==> config.mk <==
export PLATFORM = sky130hd
export DESIGN_NAME = running_mean_variance_unit
export DESIGN_NICKNAME = d
export VERILOG_FILES = /design/src/sv/rmv_pkg.sv /design/src/sv/running_mean_variance_unit.sv /design/src/sv/rmv_addsub.sv /design/src/sv/rmv_core.sv
export SDC_FILE = /design/constraint.sdc
export NUM_CORES = 1
export LEC_CHECK = 0
export ABC_CLOCK_PERIOD_IN_PS = 20300
export BUFFER_PORTS_ARGS = -buffer_cell sky130_fd_sc_hd__buf_2
export CORE_ASPECT_RATIO = 1.1
export CORE_MARGIN = 2
export CORE_UTILIZATION = 41
export DETAILED_ROUTE_END_ITERATION = 6
export GPL_TIMING_DRIVEN = 0
export PLACE_DENSITY_LB_ADDON = 0.25
export SLEW_MARGIN = 15
export SYNTH_ARGS = -nofsm -noshare
export SYNTH_HDL_FRONTEND = slang
export SYNTH_HIERARCHICAL = 1
export SYNTH_SLANG_ARGS = --single-unit
==> constraint.sdc <==
create_clock -name clk -period 20.3 [get_ports clk]
set_input_delay 3.045 -clock clk [delete_from_list [all_inputs] [get_ports clk]]
set_output_delay 3.045 -clock clk [all_outputs]
set_load 0.03 [all_outputs]
==> src/sv/rmv_pkg.sv <==
`timescale 1ns / 1ps

package rmv_pkg;

  // Port widths, fixed by the stream format
  localparam int IN_DATA_W  = 32;   // sample
  localparam int IN_USER_W  = 1;    // restart
  localparam int OUT_DATA_W = 128;  // mean, squared_dev_sum, samples_seen
  localparam int FIELD_W    = 32;   // mean and samples_seen field width
  localparam int DEV_W      = 64;   // squared_dev_sum field width

  // Commands from the stream wrapper to the core
  typedef struct packed {
    logic start;    // word accepted this cycle
    logic restart;  // that word opens a new series
    logic take;     // wrapper takes the finished result this cycle
  } rmv_ctl_t;

  // Core status back to the wrapper
  typedef struct packed {
    logic idle;     // can take a word
    logic done;     // result held and valid
  } rmv_stat_t;

endpackage

==> src/sv/running_mean_variance_unit.sv <==
`timescale 1ns / 1ps

// Each word steps through DIFF, ABS, DIV, MEAN, DIFF2, MUL and ACC to DONE,
//   then moves to the output register; the first word of a series skips to DONE.
// A new word is taken only after the last one has left DONE; the bit-serial
//   divide and multiply share one adder.
// Reset: synchronous, active low; clears mean, deviation sum and count.
module running_mean_variance_unit #(
  parameter int SAMPLE_WIDTH = 32,
  parameter int COUNT_WIDTH  = 32
) (
  input  logic                             clk,
  input  logic                             rst_n,
  // input stream
  input  logic                             in_tvalid,
  output logic                             in_tready,
  input  logic [rmv_pkg::IN_DATA_W-1:0]    in_tdata,   // [31:0] sample
  input  logic [rmv_pkg::IN_USER_W-1:0]    in_tuser,   // [0] restart
  // result stream
  output logic                             out_tvalid,
  input  logic                             out_tready,
  output logic [rmv_pkg::OUT_DATA_W-1:0]   out_tdata   // [31:0] mean,
                                                       // [95:32] squared_dev_sum,
                                                       // [127:96] samples_seen
);

  import rmv_pkg::*;

  rmv_ctl_t                ctl;
  rmv_stat_t               stat;
  logic [SAMPLE_WIDTH-1:0] core_mean;
  logic [DEV_W-1:0]        core_dev;
  logic [COUNT_WIDTH-1:0]  core_cnt;

  // sign/zero extension to the 32-bit fields
  logic [SAMPLE_WIDTH+FIELD_W-1:0] mean_ext;
  logic [COUNT_WIDTH+FIELD_W-1:0]  cnt_ext;

  logic                  out_tvalid_r, out_tvalid_nxt;
  logic [OUT_DATA_W-1:0] out_tdata_r, out_tdata_nxt;

  // Core takes a word only when idle; the output register lets it start
  // the next word while the previous result waits downstream.
  assign in_tready   = stat.idle;
  assign ctl.start   = in_tvalid & in_tready;
  assign ctl.restart = in_tuser[0];
  assign ctl.take    = stat.done & (~out_tvalid_r | out_tready);

  rmv_core #(
    .SW (SAMPLE_WIDTH),
    .CW (COUNT_WIDTH)
  ) u_core (
    .clk     (clk),
    .rst_n   (rst_n),
    .ctl     (ctl),
    .sample  (in_tdata[SAMPLE_WIDTH-1:0]),
    .stat    (stat),
    .mean    (core_mean),
    .dev_sum (core_dev),
    .count   (core_cnt)
  );

  assign mean_ext = {{FIELD_W{core_mean[SAMPLE_WIDTH-1]}}, core_mean};
  assign cnt_ext  = {{FIELD_W{1'b0}}, core_cnt};

  always_comb begin
    out_tvalid_nxt = out_tvalid_r;
    out_tdata_nxt  = out_tdata_r;
    if (ctl.take) begin
      out_tvalid_nxt = 1'b1;
      out_tdata_nxt  = {cnt_ext[FIELD_W-1:0], core_dev, mean_ext[FIELD_W-1:0]};
    end else if (out_tready) begin
      out_tvalid_nxt = 1'b0;
    end
  end

  always_ff @(posedge clk) begin
    if (!rst_n) begin
      out_tvalid_r <= 1'b0;
    end else begin
      out_tvalid_r <= out_tvalid_nxt;
    end
  end

  always_ff @(posedge clk) begin
    out_tdata_r <= out_tdata_nxt;
  end

  assign out_tvalid = out_tvalid_r;
  assign out_tdata  = out_tdata_r;

endmodule

==> src/sv/rmv_addsub.sv <==
`timescale 1ns / 1ps

// Shared adder/subtractor: sum = a + b, or a - b when sub is set.
// cout is the carry out; for a subtract it is high when a >= b (unsigned).
module rmv_addsub #(
  parameter int W = 34
) (
  input  logic [W-1:0] a,
  input  logic [W-1:0] b,
  input  logic         sub,
  output logic [W-1:0] sum,
  output logic         cout
);

  logic [W:0] full;

  assign full = {1'b0, a} + {1'b0, b ^ {W{sub}}} + {{W{1'b0}}, sub};
  assign sum  = full[W-1:0];
  assign cout = full[W];

endmodule

==> src/sv/rmv_core.sv <==
`timescale 1ns / 1ps

module rmv_core #(
  parameter int SW = 32,
  parameter int CW = 32
) (
  input  logic                  clk,
  input  logic                  rst_n,
  input  rmv_pkg::rmv_ctl_t     ctl,
  input  logic [SW-1:0]         sample,
  output rmv_pkg::rmv_stat_t    stat,
  output logic [SW-1:0]         mean,
  output logic [rmv_pkg::DEV_W-1:0] dev_sum,
  output logic [CW-1:0]         count
);

  import rmv_pkg::*;

  localparam int MW  = SW + 1;                        // |x - mean| width
  localparam int AW  = ((SW > CW) ? SW : CW) + 2;     // shared adder width
  localparam int PW  = 2 * MW;                        // product width
  localparam int ITW = $clog2(MW);
  localparam logic [ITW-1:0] IT_LAST = ITW'(MW - 1);

  localparam logic [3:0] S_IDLE  = 4'd0;
  localparam logic [3:0] S_DIFF  = 4'd1;
  localparam logic [3:0] S_ABS   = 4'd2;
  localparam logic [3:0] S_DIV   = 4'd3;
  localparam logic [3:0] S_MEAN  = 4'd4;
  localparam logic [3:0] S_DIFF2 = 4'd5;
  localparam logic [3:0] S_MUL   = 4'd6;
  localparam logic [3:0] S_ACC   = 4'd7;
  localparam logic [3:0] S_DONE  = 4'd8;

  logic [3:0]       state_r, state_nxt;
  logic [SW-1:0]    mean_r, mean_nxt;
  logic [DEV_W-1:0] dev_r, dev_nxt;
  logic [CW-1:0]    cnt_r, cnt_nxt;

  logic [SW-1:0]    x_r, x_nxt;
  logic             neg_r, neg_nxt;
  logic [MW-1:0]    mag_r, mag_nxt;
  logic [MW-1:0]    quo_r, quo_nxt;
  logic [CW:0]      rem_r, rem_nxt;
  logic [MW-1:0]    mhi_r, mhi_nxt;
  logic [MW-1:0]    mlo_r, mlo_nxt;
  logic [ITW-1:0]   it_r, it_nxt;

  logic [AW-1:0]    op_a, op_b, add_sum;
  logic             op_sub, add_cout;

  logic [CW+1:0]    div_trial;
  logic [CW:0]      divisor;
  logic [MW:0]      mul_step;
  logic [PW+DEV_W-1:0] prod_ext;
  logic [DEV_W:0]   dev_add;
  logic [AW-1:0]    x_sx, mean_sx;

  rmv_addsub #(.W(AW)) u_addsub (
    .a    (op_a),
    .b    (op_b),
    .sub  (op_sub),
    .sum  (add_sum),
    .cout (add_cout)
  );

  assign x_sx      = AW'($signed(x_r));
  assign mean_sx   = AW'($signed(mean_r));
  assign divisor   = {1'b0, cnt_r} + (CW+1)'(1);
  assign div_trial = {rem_r, quo_r[MW-1]};
  assign mul_step  = mlo_r[0] ? add_sum[MW:0] : {1'b0, mhi_r};
  assign prod_ext  = {{DEV_W{1'b0}}, mhi_r, mlo_r};
  assign dev_add   = {1'b0, dev_r} + {1'b0, prod_ext[DEV_W-1:0]};

  // Operand selection for the shared adder
  always_comb begin
    op_a   = x_sx;
    op_b   = mean_sx;
    op_sub = 1'b1;
    case (state_r)
      S_DIFF: begin
        op_a = x_sx;
        op_b = mean_sx;
      end
      S_ABS, S_DIFF2: begin
        op_a = neg_r ? mean_sx : x_sx;
        op_b = neg_r ? x_sx : mean_sx;
      end
      S_DIV: begin
        op_a = AW'(div_trial);
        op_b = AW'(divisor);
      end
      S_MEAN: begin
        op_a   = mean_sx;
        op_b   = AW'(quo_r);
        op_sub = neg_r;
      end
      S_MUL: begin
        op_a   = AW'(mhi_r);
        op_b   = AW'(mag_r);
        op_sub = 1'b0;
      end
      default: begin
        op_a   = x_sx;
        op_b   = mean_sx;
        op_sub = 1'b1;
      end
    endcase
  end

  always_comb begin
    state_nxt = state_r;
    mean_nxt  = mean_r;
    dev_nxt   = dev_r;
    cnt_nxt   = cnt_r;
    x_nxt     = x_r;
    neg_nxt   = neg_r;
    mag_nxt   = mag_r;
    quo_nxt   = quo_r;
    rem_nxt   = rem_r;
    mhi_nxt   = mhi_r;
    mlo_nxt   = mlo_r;
    it_nxt    = it_r;
    case (state_r)
      S_IDLE: begin
        if (ctl.start) begin
          x_nxt = sample;
          if (ctl.restart || cnt_r == '0) begin
            mean_nxt  = sample;
            dev_nxt   = '0;
            cnt_nxt   = CW'(1);
            state_nxt = S_DONE;
          end else begin
            state_nxt = S_DIFF;
          end
        end
      end
      S_DIFF: begin
        neg_nxt   = add_sum[AW-1];
        state_nxt = S_ABS;
      end
      S_ABS: begin
        mag_nxt   = add_sum[MW-1:0];
        quo_nxt   = add_sum[MW-1:0];
        rem_nxt   = '0;
        it_nxt    = '0;
        state_nxt = S_DIV;
      end
      S_DIV: begin
        // restoring divide, one quotient bit a cycle
        rem_nxt = add_cout ? add_sum[CW:0] : div_trial[CW:0];
        quo_nxt = {quo_r[MW-2:0], add_cout};
        it_nxt  = it_r + ITW'(1);
        if (it_r == IT_LAST) begin
          state_nxt = S_MEAN;
        end
      end
      S_MEAN: begin
        mean_nxt  = add_sum[SW-1:0];
        state_nxt = S_DIFF2;
      end
      S_DIFF2: begin
        mlo_nxt   = add_sum[MW-1:0];
        mhi_nxt   = '0;
        it_nxt    = '0;
        state_nxt = S_MUL;
      end
      S_MUL: begin
        // shift-add multiply, one multiplier bit a cycle
        mhi_nxt = mul_step[MW:1];
        mlo_nxt = {mul_step[0], mlo_r[MW-1:1]};
        it_nxt  = it_r + ITW'(1);
        if (it_r == IT_LAST) begin
          state_nxt = S_ACC;
        end
      end
      S_ACC: begin
        dev_nxt   = dev_add[DEV_W] ? {DEV_W{1'b1}} : dev_add[DEV_W-1:0];
        cnt_nxt   = (cnt_r == {CW{1'b1}}) ? cnt_r : cnt_r + CW'(1);
        state_nxt = S_DONE;
      end
      S_DONE: begin
        if (ctl.take) begin
          state_nxt = S_IDLE;
        end
      end
      default: begin
        state_nxt = S_IDLE;
      end
    endcase
  end

  always_ff @(posedge clk) begin
    if (!rst_n) begin
      state_r <= S_IDLE;
      mean_r  <= '0;
      dev_r   <= '0;
      cnt_r   <= '0;
    end else begin
      state_r <= state_nxt;
      mean_r  <= mean_nxt;
      dev_r   <= dev_nxt;
      cnt_r   <= cnt_nxt;
    end
  end

  always_ff @(posedge clk) begin
    x_r   <= x_nxt;
    neg_r <= neg_nxt;
    mag_r <= mag_nxt;
    quo_r <= quo_nxt;
    rem_r <= rem_nxt;
    mhi_r <= mhi_nxt;
    mlo_r <= mlo_nxt;
    it_r  <= it_nxt;
  end

  assign stat.idle = (state_r == S_IDLE);
  assign stat.done = (state_r == S_DONE);
  assign mean      = mean_r;
  assign dev_sum   = dev_r;
  assign count     = cnt_r;

  a_start_when_idle: assert property (@(posedge clk) disable iff (!rst_n)
    ctl.start |-> stat.idle)
    else $error("word started while core busy");

  a_done_has_count: assert property (@(posedge clk) disable iff (!rst_n)
    stat.done |-> cnt_r != '0)
    else $error("result with zero count");

  a_quotient_bound: assert property (@(posedge clk) disable iff (!rst_n)
    (state_r == S_MEAN) |-> (quo_r <= mag_r))
    else $error("mean step exceeds difference");

  a_result_held: assert property (@(posedge clk) disable iff (!rst_n)
    (stat.done && !ctl.take) |=> (stat.done && $stable(mean_r) && $stable(dev_r)))
    else $error("result changed before taken");

endmodule
# Yosys cells after proc, flatten, opt, wreduce, memory -nomap -nowiden

Cells that the tools add are included.
W data, S select, Z words.

Bits in registers: 465
Bits of input ports: 37
Logic and storage cells: 88

Add/sub/neg operators: 6
Eq/ne operators: 16
Mux-type cells: 31
Bitwise operators: 5
Reductions and logical operators: 16

Operators with widths:

| cell                    | number |
|---|---|
| $pmux W34 S4            | 2 |
| $pmux W33 S2            | 4 |
| $mux W64                | 3 |
| $mux W32                | 5 |
| $pmux W32 S2            | 2 |
| $pmux W64 S2            | 1 |
| $mux W34                | 3 |
| $add A64 B64 Y65        | 1 |
| $pmux W4 S9             | 1 |
| $add A34 B34 Y35        | 1 |
| $add A35 B1 Y35         | 1 |
| $xor A34 B34 Y34        | 1 |
| $add A32 B1 Y33 const B | 1 |
| $mux W33                | 1 |
| $add A32 B1 Y32 const B | 1 |
| $eq A32 B32 Y1 const B  | 1 |
| $logic_not A32 Y1       | 1 |
| $mux W4                 | 5 |
| $eq A4 B3 Y1 const B    | 4 |
| $pmux W6 S2             | 1 |
| $reduce_bool A2 Y1      | 6 |
| $eq A4 B2 Y1 const B    | 2 |
| $ne A2 B1 Y1 const B    | 4 |
| $reduce_and A4 Y1       | 2 |
| other kinds (15)        | 20 |

# Depth between registers and ports, before layout

Word-level depth: 8
Gate-level depth with buffers: 23

# Cells and area by module

Netlist, hierarchy kept.

By module, submodules not included:

| module                     | instances | cells each | area each (sq um) | seq. area each (sq um) |
|---|---|---|---|---|
| rmv_core                   | 1         | 2154       | 19393.6           | 8768.4 |
| running_mean_variance_unit | 1         | 133        | 3897.5            | 3863.7 |
| rmv_addsub                 | 1         | 300        | 2239.6            | 0.0 |

# Least setup slack after synthesis

No wires, ideal clock.

Path kind: input to register
From: input port out_tready
To: register u_core.state_r[2]
Library setup time: 0.080 ns
Arrival time: 9.764 ns
Required time: 20.220 ns
Path slack: 10.456 ns
Cell stages on the path: 7
Cells stage by stage: nor2b_4 nor2b_1 nand2b_1 o221a_2 nor3b_1 a21oi_1 nor3b_1

RTL lines:

| element              | line                             | text |
|---|---|---|
| start, declared      | running_mean_variance_unit.sv:21 | `input logic out_tready,` |
| end signal, assigned | rmv_core.sv:200                  | `state_r <= state_nxt;` |
| end, declared        | rmv_core.sv:35                   | `logic [3:0] state_r, state_nxt;` |

# Final worst setup path

From: register u_core.state_r[1]
To: register u_core.mlo_r[27], data pin

Word-level cells in the longest chain between the ends: 7
Elaborated cells between the ends (all ways): 13
Those cells by class: 2 x add/sub; 5 x eq/ne; 4 x mux; 1 x bitwise; 1 x reduce/logical

Ends and longest elaborated chain:

| element                                             | line             | text |
|---|---|---|
| $eq A4 B2 Y1 / $eq A4 B3 Y1 (equally long branches) | rmv_core.sv:80   | `case (state_r)` |
| $reduce_or A2 Y1 (no source line)                   | -                |  |
| $pmux W34 S4 *                                      | rmv_core.sv:80   |  |
| net u_core.op_b[24]                                 | rmv_core.sv:49   | `logic [AW-1:0] op_a, op_b, add_sum;` |
| $xor A34 B34 Y34 *                                  | rmv_addsub.sv:17 | `assign full = {1'b0, a} + {1'b0, b ^ {W{sub}}} + {{W{1'b0}}, sub};` |
| $add A34 B34 Y35 *                                  | rmv_addsub.sv:17 |  |
| $add A35 B1 Y35 *                                   | rmv_addsub.sv:17 |  |
| net u_core.add_sum[27]                              | rmv_core.sv:49   |  |
| $pmux W33 S2 *                                      | rmv_core.sv:124  | `case (state_r)` |
| net u_core.mlo_nxt[27]                              | rmv_core.sv:46   | `logic [MW-1:0] mlo_r, mlo_nxt;` |
| end signal, assigned                                | rmv_core.sv:214  | `mlo_r <= mlo_nxt;` |
| end, declared                                       | rmv_core.sv:46   |  |

Mark *: on every way through the listed nets, which the timed path passes. The rest lies on a longest branch.
A chain may end at the register's enable or synchronous reset.

==> results.toml <==
[setup_path]
max_stage_delay_ns = 0.89
crit_path_max_fanout = 10
cp_slowest_cell = "xor2_1"
cp.buffers_inverters = 5
worst_r2r_path_depth = 22
r2r_setup_slack_ns = 13.41
worst_ep_required_time_ns = 20.77
endpoint_kind = "register"
critPathLaunchType = "register"
cp_cell_sequence = "clkbuf_1, nand3b_1, a21oi_1, and2_1, nand2b_1, clkbuf_1, clkbuf_1, clkbuf_1, a222oi_1, o21ai_0, xor2_1, ha_1, clkbuf_1, a21oi_1, o211ai_1, o22ai_1, o21ai_0, nor2_1, o21ai_1, xor2_1, nand2_1, nand2_1"
reg2reg_to = "u_core/mlo_r[27]$_DFFE_PN_"
worstSetupPathType = "register to register"
cp_top_family = "buffers and inverters"
r2r-start = "u_core/state_r[1]$_SDFFE_PN0P_"
cp_common_cell = "clkbuf_1"
crit_arrival_ns = 7.36

[timing]
rsz0062_at_grt = "false"
hold_viol_final = 0
slew_viol_final = 0
fin_ws_ns = 13.41
finalCritPeriodShare_pct = 34.0
setup-violations-final = 0
tns_ns = 0
worst_pin_slew_ns = 1.37
hold-worst-slack_ns = 0.441
finClkSkew_ns = 0.0155
finalCriticalPeriod_ns = 6.89
slew_headroom_pct = 7.71
fmax_ghz = 0.145

[floorplanning]
die_x_um = 242
ioPinCount = 167
start_util_pct = 41.6
die_area_um2 = 64300
num_rows = 95
coreArea_um2 = 61300
die_h_um = 266

[cts]
clock_latency_ns = 0.61
path_clk_slew_ns = 0.06
clockRootBuffer = "clkbuf_16"
clockBufferDepth = 3
clkSinkCount = 465
cts_tree = "yes"
post-cts-setup-buffers = 0
cts_resized = 0
htreeDepth = 2
hold_buffers = 0
numCtsBuffers = 49

[yosys]
synth_edf_count = 332
synthSimpleGateAreaFrac_pct = 16.2
ys_seq_area_share_pct = 49.5
syn_inst = 2587
synthXorXnorAreaFrac_pct = 5.49
synth_mux_area_share_pct = 4.09
synthFlopType = "edfxtp_1"
yosys.area_share.adder_pct = 5.11
synth_top_family_by_area = "compound AO/OA/AOI/OAI gates"
synth_cell_types = 86
synth_compound_area_share_pct = 16.8
ys_ff_latch = 465
syn_avg_cell_area_um2 = 9.87
syn-cell-area_um2 = 25500
synth-async-reset-ratio_pct = 0
yosysWarnings = 6
syn-num-nets = 2727

[min_path]
hold_class = "register to register"
worstHoldEndpoint = "out_tdata[103]$_DFFE_PP_"
hold_start = "u_core/count[7]$_SDFFE_PN0P_"
whs_path_depth = 0

[layout]
final_cell_mix = "534 x nand2_1, 332 x edfxtp_1, 199 x o21ai_0"
fin_area_um2 = 29400
syn2layout_area_growth_pct = 15.3
postLayoutCoreUtil_pct = 48.0
nets = 2966
drive_gt1_share_pct = 12.3
fill_cells = 5842
final_cells = 3692
layout.cells.most_common = "nand2_1"

[place]
dp_hpwl_mm = 70.2
io_buffers = 166
dp_cells = 3599
dpl_cell_area_um2 = 27700
pre_cts_ws_ns = 13.64
place_congestion = 0.968

[routing]
drt-pass1-iter-count = 7
dr.first_iter.drc_count = 2104
wire_per_inst_um = 24.6
drc_errors = 0
viasPerCell = 5.83
postRouteAntennaNets = 0
routed_wl_mm = 90.9
via_count = 21500

[power]
p_total_mw = 3.15
cellLeakagePower_nw = 11.8
vdd.ir_drop.worst_v = 0.0000597
p_per_area_nw_per_um2 = 107

[global_routing]
grt_overflow = 0
grt_pass1_wl_mm = 135
grt_pass1_vias = 21300
antenna_found_initial = 0
track_usage_pct = 27.8
grt_max_degree = 32

[run_status]
status = "finished clean"

[run]
cap_violations = 0
-- worst max path at each step --
| stage | startpoint | end | slack, ns | cells after the start |
|---|---|---|---|---|
| floorplan | out_tready | u_core/state_r[2]$_SDFFE_PN0P_ | 10.46 | 7 |
| global placement | out_tready | u_core/state_r[2]$_SDFFE_PN0P_ | 7.51 | 8 |
| detailed placement | u_core/state_r[1]$_SDFFE_PN0P_ | u_core/rem_r[14]$_SDFFCE_PN0P_ | 13.64 | 18 |
| CTS | u_core/state_r[1]$_SDFFE_PN0P_ | u_core/rem_r[27]$_SDFFCE_PN0P_ | 13.62 | 18 |
| global route | u_core/state_r[1]$_SDFFE_PN0P_ | u_core/rem_r[16]$_SDFFCE_PN0P_ | 13.23 | 21 |
| finish | u_core/state_r[1]$_SDFFE_PN0P_ | u_core/mlo_r[27]$_DFFE_PN_ | 13.41 | 22 |
-- registers in the layout, indices dropped and copies added, names as in the netlist, 6 cells and up --
register	cells
out_tdata	128
u_core/count	32
u_core/dev_sum	64
u_core/it_r	6
u_core/mag_r	33
u_core/mean	32
u_core/mhi_r	33
u_core/mlo_r	33
u_core/quo_r	33
u_core/rem_r	33
u_core/x_r	32
-- power by group --
group | switching [mW] | internal, mW
sequential | 0.0417 | 1.15
combinational | 0.704 | 0.294
clock | 0.396 | 0.557
total | 1.14 | 2.01
-- area by class of cell --
cell class / instances / area (um2) / area share, %
Clock inverter: 23 / 254 / 0.863
Tap cell: 824 / 1030 / 3.50
Buffer: 158 / 641 / 2.18
Timing Repair Buffer: 188 / 1120 / 3.81
Antenna cell: 1 / 2.50 / 0.00850
Multi-Input combinational cell: 1942 / 12200 / 41.6
Inverter: 22 / 82.6 / 0.281
Clock buffer: 69 / 1440 / 4.88
Sequential cell: 465 / 12600 / 42.9
-- cells in the mapped netlist (all sizes together), types with 7 or more instances --
master | instances | area, um2
clkbuf | 135 | 508
nor2b | 24 | 158
a21boi | 18 | 135
a211oi | 8 | 70.1
inv | 22 | 82.6
o21bai | 18 | 139
o211ai | 17 | 138
o21ai | 209 | 1050
and2 | 18 | 116
mux2i | 76 | 773
xor2 | 92 | 806
a31oi | 15 | 109
a21o | 39 | 293
nand3 | 67 | 335
nand2b | 7 | 43.8
nand2 | 534 | 2000
nand3b | 16 | 124
xnor2 | 68 | 596
a21oi | 147 | 754
nor4 | 10 | 62.6
nand4 | 24 | 150
a222oi | 53 | 531
buf | 23 | 130
o31ai | 9 | 82.6
dfxtp | 133 | 2660
o211a | 33 | 330
ha | 101 | 1260
and3 | 28 | 180
edfxtp | 332 | 9970
o21a | 17 | 128
mux2 | 24 | 270
o22ai | 7 | 50.1
nor2 | 162 | 608
a221o | 11 | 110
and4 | 7 | 61.3
nor3 | 30 | 160
-- per-layer routing --
| layer | global-route usage, % | share of wire (%) |
|---|---|---|
| met5 | 0 | 0 |
| met4 | 14.3 | 5.3 |
| met3 | 3.62 | 6.0 |
| met2 | 48.5 | 49 |
| met1 | 33.9 | 40 |
-- logic make-up after synthesis --
family / Yosys count
AO/OA/AOI/OAI: 636
XOR/XNOR: 160
adder cells (fa/ha/maj): 103
buffers and inverters: 180
flip-flops: 465
multiplexers: 100
AND/OR/NAND/NOR: 943
Note: power is estimated with default switching activity, not from simulation.
